[src/vsb_pkg.sv]
// Shared widths, codes and controller/datapath interface types for the BDF-2 time stepper.
package vsb_pkg;

    localparam int TW        = 48;               // time and step width
    localparam int TF        = 32;               // time fraction bits
    localparam int WF        = 24;               // weight fraction bits
    localparam int QW        = 64;               // weight width
    localparam int QB        = QW - 1;           // quotient magnitude bits
    localparam int SH_HI     = TF + WF;          // numerator shift for weights
    localparam int SH_LO     = WF;               // numerator shift for extrapolation
    localparam int AW        = TW + 2;           // numerator base width
    localparam int XW        = TW + 1;           // denominator factor width
    localparam int DW        = 2 * XW;           // denominator width
    localparam int NW        = AW + SH_HI;       // shifted numerator width
    localparam int MUL_CHUNK = 16;
    localparam int MUL_STEPS = (XW + MUL_CHUNK - 1) / MUL_CHUNK;
    localparam int MSW       = $clog2(MUL_STEPS);
    localparam int RCW       = $clog2(QB);
    localparam int CW        = 32;               // step counter width
    localparam int LHSW      = TW + 8;           // end test width
    localparam int CFG_IW    = 3;

    localparam logic [TW-1:0] RST_START = TW'(0);
    localparam logic [TW-1:0] RST_END   = TW'(64'd4294967296);
    localparam logic [1:0]    RST_MODE  = 2'd0;
    localparam logic [TW-1:0] RST_INIT  = TW'(64'd42949673);
    localparam logic [TW-1:0] RST_MAX   = TW'(64'd429496730);
    localparam logic [TW-1:0] RST_MIN   = TW'(64'd4294967);
    localparam logic [QW-1:0] RST_WNEW  = QW'(64'd1677721598);
    localparam logic [QW-1:0] ONE_W     = QW'(1) << WF;
    localparam logic [1:0]    MODE_BDF2 = 2'd3;

    typedef enum logic [1:0] {
        OP_ADVANCE  = 2'd0,
        OP_SET_STEP = 2'd1,
        OP_PROPOSE  = 2'd2,
        OP_RESTART  = 2'd3
    } t_op;

    typedef enum logic [CFG_IW-1:0] {
        CFG_START = 3'd0,
        CFG_END   = 3'd1,
        CFG_MODE  = 3'd2,
        CFG_INIT  = 3'd3,
        CFG_MAX   = 3'd4,
        CFG_MIN   = 3'd5
    } t_cfg_idx;

    typedef enum logic [3:0] {
        DP_NONE,
        DP_SET,
        DP_PROPOSE,
        DP_RESTART,
        DP_ADV_STEP,
        DP_ADV_CMP,
        DP_ADV_LAND,
        DP_RAT_GO,
        DP_RAT_STORE,
        DP_ADV_FINISH,
        DP_OUT_LOAD
    } t_dp_op;

    typedef enum logic [2:0] {
        R_NW,
        R_NW1,
        R_WP,
        R_WP2,
        R_EX,
        R_EX2
    } t_rsel;

    typedef struct packed {
        t_dp_op op;
        t_rsel  rsel;
        logic   status;
    } t_dp_cmd;

    typedef struct packed {
        logic end_flag;
        logic bdf;
        logic not_first;
        logic cnt_gt1;
        logic rat_done;
        logic out_free;
    } t_dp_sts;

endpackage

[src/vsb_ctrl.sv]
// Stepper controller: sequences operations and the ratio chain of an advance.
module vsb_ctrl (
    input  logic              i_clk,
    input  logic              i_rst_n,
    input  logic              i_in_fire,
    input  logic [1:0]        i_op,
    input  vsb_pkg::t_dp_sts  i_sts,
    output vsb_pkg::t_dp_cmd  o_cmd,
    output logic              o_in_ready
);

    typedef enum logic [2:0] {
        S_IDLE,
        S_CMP,
        S_LAND,
        S_RGO,
        S_RWAIT,
        S_FIN,
        S_OUT
    } t_state;

    t_state           r_state;
    vsb_pkg::t_dp_cmd r_cmd;
    vsb_pkg::t_rsel   r_sel;
    vsb_pkg::t_rsel   nxt_sel;
    logic             has_nxt;

    always_comb begin
        nxt_sel = vsb_pkg::R_EX;
        has_nxt = i_sts.cnt_gt1;
        case (r_sel)
            vsb_pkg::R_NW: begin
                nxt_sel = vsb_pkg::R_WP;
                has_nxt = 1'b1;
            end
            vsb_pkg::R_WP: begin
                nxt_sel = vsb_pkg::R_WP2;
                has_nxt = 1'b1;
            end
            vsb_pkg::R_EX: begin
                nxt_sel = vsb_pkg::R_EX2;
                has_nxt = 1'b1;
            end
            vsb_pkg::R_EX2: has_nxt = 1'b0;
            default:        has_nxt = i_sts.cnt_gt1;
        endcase
    end

    always_ff @(posedge i_clk) begin
        if (!i_rst_n) begin
            r_state      <= S_IDLE;
            r_cmd.op     <= vsb_pkg::DP_NONE;
            r_cmd.rsel   <= vsb_pkg::R_NW;
            r_cmd.status <= 1'b0;
            r_sel        <= vsb_pkg::R_NW;
        end else begin
            case (r_state)
                S_IDLE: begin
                    if (i_in_fire) begin
                        case (vsb_pkg::t_op'(i_op))
                            vsb_pkg::OP_ADVANCE: begin
                                if (i_sts.end_flag) begin
                                    r_cmd.status <= 1'b1;
                                    r_cmd.op     <= vsb_pkg::DP_NONE;
                                    r_state      <= S_OUT;
                                end else begin
                                    r_cmd.status <= 1'b0;
                                    r_cmd.op     <= vsb_pkg::DP_ADV_STEP;
                                    r_state      <= S_CMP;
                                end
                            end
                            vsb_pkg::OP_SET_STEP: begin
                                r_cmd.status <= 1'b0;
                                r_cmd.op     <= vsb_pkg::DP_SET;
                                r_state      <= S_OUT;
                            end
                            vsb_pkg::OP_PROPOSE: begin
                                r_cmd.status <= 1'b0;
                                r_cmd.op     <= vsb_pkg::DP_PROPOSE;
                                r_state      <= S_OUT;
                            end
                            default: begin
                                r_cmd.status <= 1'b0;
                                r_cmd.op     <= vsb_pkg::DP_RESTART;
                                r_state      <= S_OUT;
                            end
                        endcase
                    end else begin
                        r_cmd.op <= vsb_pkg::DP_NONE;
                    end
                end
                S_CMP: begin
                    r_cmd.op <= vsb_pkg::DP_ADV_CMP;
                    r_state  <= S_LAND;
                end
                S_LAND: begin
                    r_cmd.op <= vsb_pkg::DP_ADV_LAND;
                    r_sel    <= (i_sts.bdf && i_sts.not_first) ? vsb_pkg::R_NW
                                                               : vsb_pkg::R_NW1;
                    r_state  <= S_RGO;
                end
                S_RGO: begin
                    r_cmd.op   <= vsb_pkg::DP_RAT_GO;
                    r_cmd.rsel <= r_sel;
                    r_state    <= S_RWAIT;
                end
                S_RWAIT: begin
                    if (i_sts.rat_done) begin
                        r_cmd.op   <= vsb_pkg::DP_RAT_STORE;
                        r_cmd.rsel <= r_sel;
                        if (has_nxt) begin
                            r_sel   <= nxt_sel;
                            r_state <= S_RGO;
                        end else begin
                            r_state <= S_FIN;
                        end
                    end else begin
                        r_cmd.op <= vsb_pkg::DP_NONE;
                    end
                end
                S_FIN: begin
                    r_cmd.op <= vsb_pkg::DP_ADV_FINISH;
                    r_state  <= S_OUT;
                end
                S_OUT: begin
                    if (i_sts.out_free) begin
                        r_cmd.op <= vsb_pkg::DP_OUT_LOAD;
                        r_state  <= S_IDLE;
                    end else begin
                        r_cmd.op <= vsb_pkg::DP_NONE;
                    end
                end
                default: begin
                    r_cmd.op <= vsb_pkg::DP_NONE;
                    r_state  <= S_IDLE;
                end
            endcase
        end
    end

    assign o_cmd      = r_cmd;
    assign o_in_ready = (r_state == S_IDLE);

endmodule

[config.mk]
export PLATFORM = sky130hd
export DESIGN_NAME = vsb_ctrl
export DESIGN_NICKNAME = d
export VERILOG_FILES = /design/src/vsb_pkg.sv /design/src/vsb_ctrl.sv
export SDC_FILE = /design/constraint.sdc
export NUM_CORES = 1
export LEC_CHECK = 0
export BUFFER_PORTS_ARGS = -buffer_cell sky130_fd_sc_hd__buf_2
export CORE_MARGIN = 3
export CORE_UTILIZATION = 54
export DETAILED_ROUTE_END_ITERATION = 12
export PLACE_DENSITY = 0.81
export REMOVE_ABC_BUFFERS = 1
export SETUP_SLACK_MARGIN = 0.3
export SLEW_MARGIN = 20
export SYNTH_ARGS = -nofsm -noshare
export SYNTH_HDL_FRONTEND = slang
export SYNTH_SLANG_ARGS = --single-unit
[constraint.sdc]
create_clock -name i_clk -period 3.7 [get_ports i_clk]
set_clock_uncertainty 0.05 [all_clocks]
set_input_delay 0 -clock i_clk [delete_from_list [all_inputs] [get_ports i_clk]]
set_output_delay 0 -clock i_clk [all_outputs]
set_load 0.01 [all_outputs]
==> flow_summary.yaml <==
synthesis:
  synth.cell_area_um2: 774
  synthCells: 91
  yosysUniqueCellTypes: 36
  ys_seq_area_frac: 0.362
  ys_async_sr_fraction: 0
  ys.flop_type: "dfxtp_1"
  synth_edf_count: 0
  synth_seq_cells: 14
  syn_area_per_cell_um2: 8.51
  yosysWarnings: 0
cells_and_area:
  layout-drive-gt1-share: 0.257
  stdcell_count: 128
  synthToLayoutAreaGrowth_pct: 21.3
  fin_area_um2: 940
  fillers: 85
  final_nets: 125
  num_antenna_cells: 0
detailed_routing:
  ant_nets: 0
  postRouteWirelength_mm: 1.69
  wire_per_inst_um: 13.2
  first_iter_violations: 9
  post-route-drc-count: 0
  drt-vias-per-instance: 5.67
  vias: 726
  dr.pass1.iters: 4
die:
  core.rowCount: 13
  coreArea_mm2: 0.00132
  die_x_um: 43.9
  dieArea_mm2: 0.00192
  pin_count: 20
  start_util: 0.588
  die_h_um: 43.9
pwr:
  ir_worst_vdd_mv: 0.398
  swShare: 0.411
  internal_power_w: 0.000385
  power_density_mw_per_mm2: 696
  static-leakage-power_nw: 0.392
  p_sw_w: 0.000268
  combPwrFrac: 0.415
  clkPwrFrac: 0.167
  p_seq_frac: 0.418
sta:
  fin_crit_sh: 0.486
  setup-violations-final: 0
  maxSlewViolCount: 0
  worstMarginPinSlew_ns: 0.676
  period_minus_slack_ns: 1.80
  rsz0062_at_grt: "no"
  slew_headroom: 0.549
  tns_ns: 0
  hold-worst-slack_ns: 0.0209
  max_freq_ghz: 0.556
  setup_ws_ns: 1.90
  hold_viol_final: 0
worst_setup_path:
  worst_setup_path_start_kind: "register"
  crit_path_end_kind: "register"
  arrival_ns: 1.93
  crit_required_ns: 3.83
  crit_type: "reg -> reg"
  worstPathMaxFanout: 18
global_route:
  grt_max_degree: 19
  overflow: 0
  grt_util_all_layers: 0.205
  grt_pass1_wl_mm: 2.99
  antenna_found_initial: 0
  grt_pass1_vias: 640
clock_tree:
  clock_latency_ns: 0.27
  cts_tree: "done"
  cts_made_buffers: 3
  post_cts_buffers: 0
  clock-root-buffer: "clkbuf_4"
  clk_pin_slew_worst_paths_ns: 0.09
  htree_levels: 1
  clockBufferDepth: 2
  cts.sink_count: 14
place:
  port_buffers: 19
  pre_cts_slack_ns: 2.03
  globalplace.congestion: 0.759
  dp_cells: 120
  placed_area_um2: 863
  hpwl_mm: 1.19
min_path:
  worstHoldPathType: "in -> reg"
job:
  cap_violations: 0
outcome:
  status: "complete, no violations"
[layer usage]
| metal | vias to the layer above | GRT usage | part of all wire |
|---|---|---|---|
| li1 | 369 | - | - |
| met1 | 340 | 0.287 | 0.47 |
| met2 | 15 | 0.311 | 0.48 |
| met3 | 2 | 0.0249 | 0.043 |
| met4 | 0 | 0.0904 | 0.0071 |
| met5 | - | 0 | 0 |
[kinds of logic (layout without fill, tap and decap cells)]
group	after synthesis	in the layout	synth area share
AOI/OAI and AO/OA	21	21	0.220
muxes	5	5	0.0646
DFF	14	14	0.362
buffers and inverters	8	30	0.0469
and+or+nand+nor	42	42	0.296
xor gates and xnor gates	1	1	0.0113
[critical path: stages, from the launching register on]
cell and delay [ns]:
dfxtp_1 0.76, nor3_2 0.15, nand4_1 0.13, dlygate4sd3_1 0.55, a21boi_1 0.06
[synth_stat cells, types with 2 or more instances]
library cell,count,area (um^2)
a21oi_1,5,25.0
a32oi_1,3,26.3
buf_2,2,10.0
clkbuf_1,2,7.51
dfxtp_1,14,280
inv_1,2,7.51
mux2i_1,5,50.1
nand2_1,14,52.6
nand2b_1,3,18.8
nand3_1,2,10.0
nand4_1,2,12.5
nor2_1,8,30.0
nor2b_1,5,31.3
nor3_1,2,10.0
[flip-flops by register name, indices dropped and copies added, names as in the netlist]
| register | cells |
|---|---|
| o_cmd | 8 |
| r_sel | 3 |
| r_state | 3 |
[area by class of cell]
type                    count  area (um^2)  area share
flip-flops and latches     14          280       0.298
repair buffers             23          135       0.144
well taps                  15         18.8      0.0200
clock buffers               4         36.3      0.0386
multi-input cells          69          458       0.487
inverters                   3         11.3      0.0120
[worst paths after layout]
path / from / to / slack [ns] / cells past startpoint
worst min-delay path: i_op[0] / o_cmd[6]$_SDFF_PN0_ / 0.02 / 4
worst max-delay path: r_state[1]$_SDFFE_PN0P_ / o_cmd[0]$_SDFFE_PN0P_ / 1.90 / 4
worst min register to register: o_cmd[0]$_SDFFE_PN0P_ / o_cmd[0]$_SDFFE_PN0P_ / 0.40 / 2
worst max register to register: r_state[1]$_SDFFE_PN0P_ / o_cmd[0]$_SDFFE_PN0P_ / 1.90 / 4
[through the flow]
step / power (W) / utilization
finish: 0.000654 / 0.713
global route: 0.000706 / 0.713
CTS: 0.000656 / 0.713
detailed placement: 0.000540 / 0.655
global placement: 0.000531 / 0.655
floorplan: 0.000462 / -
[power by group through the flow]
stage | Sequential [W] | Combinational (W) | Clock [W]
final | 0.000273 | 0.000271 | 0.000109
after global routing | 0.000283 | 0.000304 | 0.000119
after CTS | 0.000271 | 0.000271 | 0.000113
after detailed placement | 0.000274 | 0.000266 | 0
after global placement | 0.000271 | 0.000261 | 0
after floorplan | 0.000265 | 0.000197 | 0
[cells in the final DEF, fill, tap and decap left out, types with 2 or more instances in the layout]
cell type / instances
dlygate4sd3_1: 4
dfxtp_1: 14
nand3_1: 2
a21oi_1: 5
nand4_1: 2
buf_2: 19
nor3_1: 2
a32oi_1: 3
nor2b_1: 5
nor2_1: 8
inv_1: 2
clkbuf_4: 3
mux2i_1: 5
nand2_1: 14
nand2b_1: 3
[what timing repair did]
action,4_1_cts,5_1_grt
resized for setup,0,0
hold buffers,4,0
endpoints found under the hold margin,3,0
No activity file was read; power rests on OpenSTA's default activity.
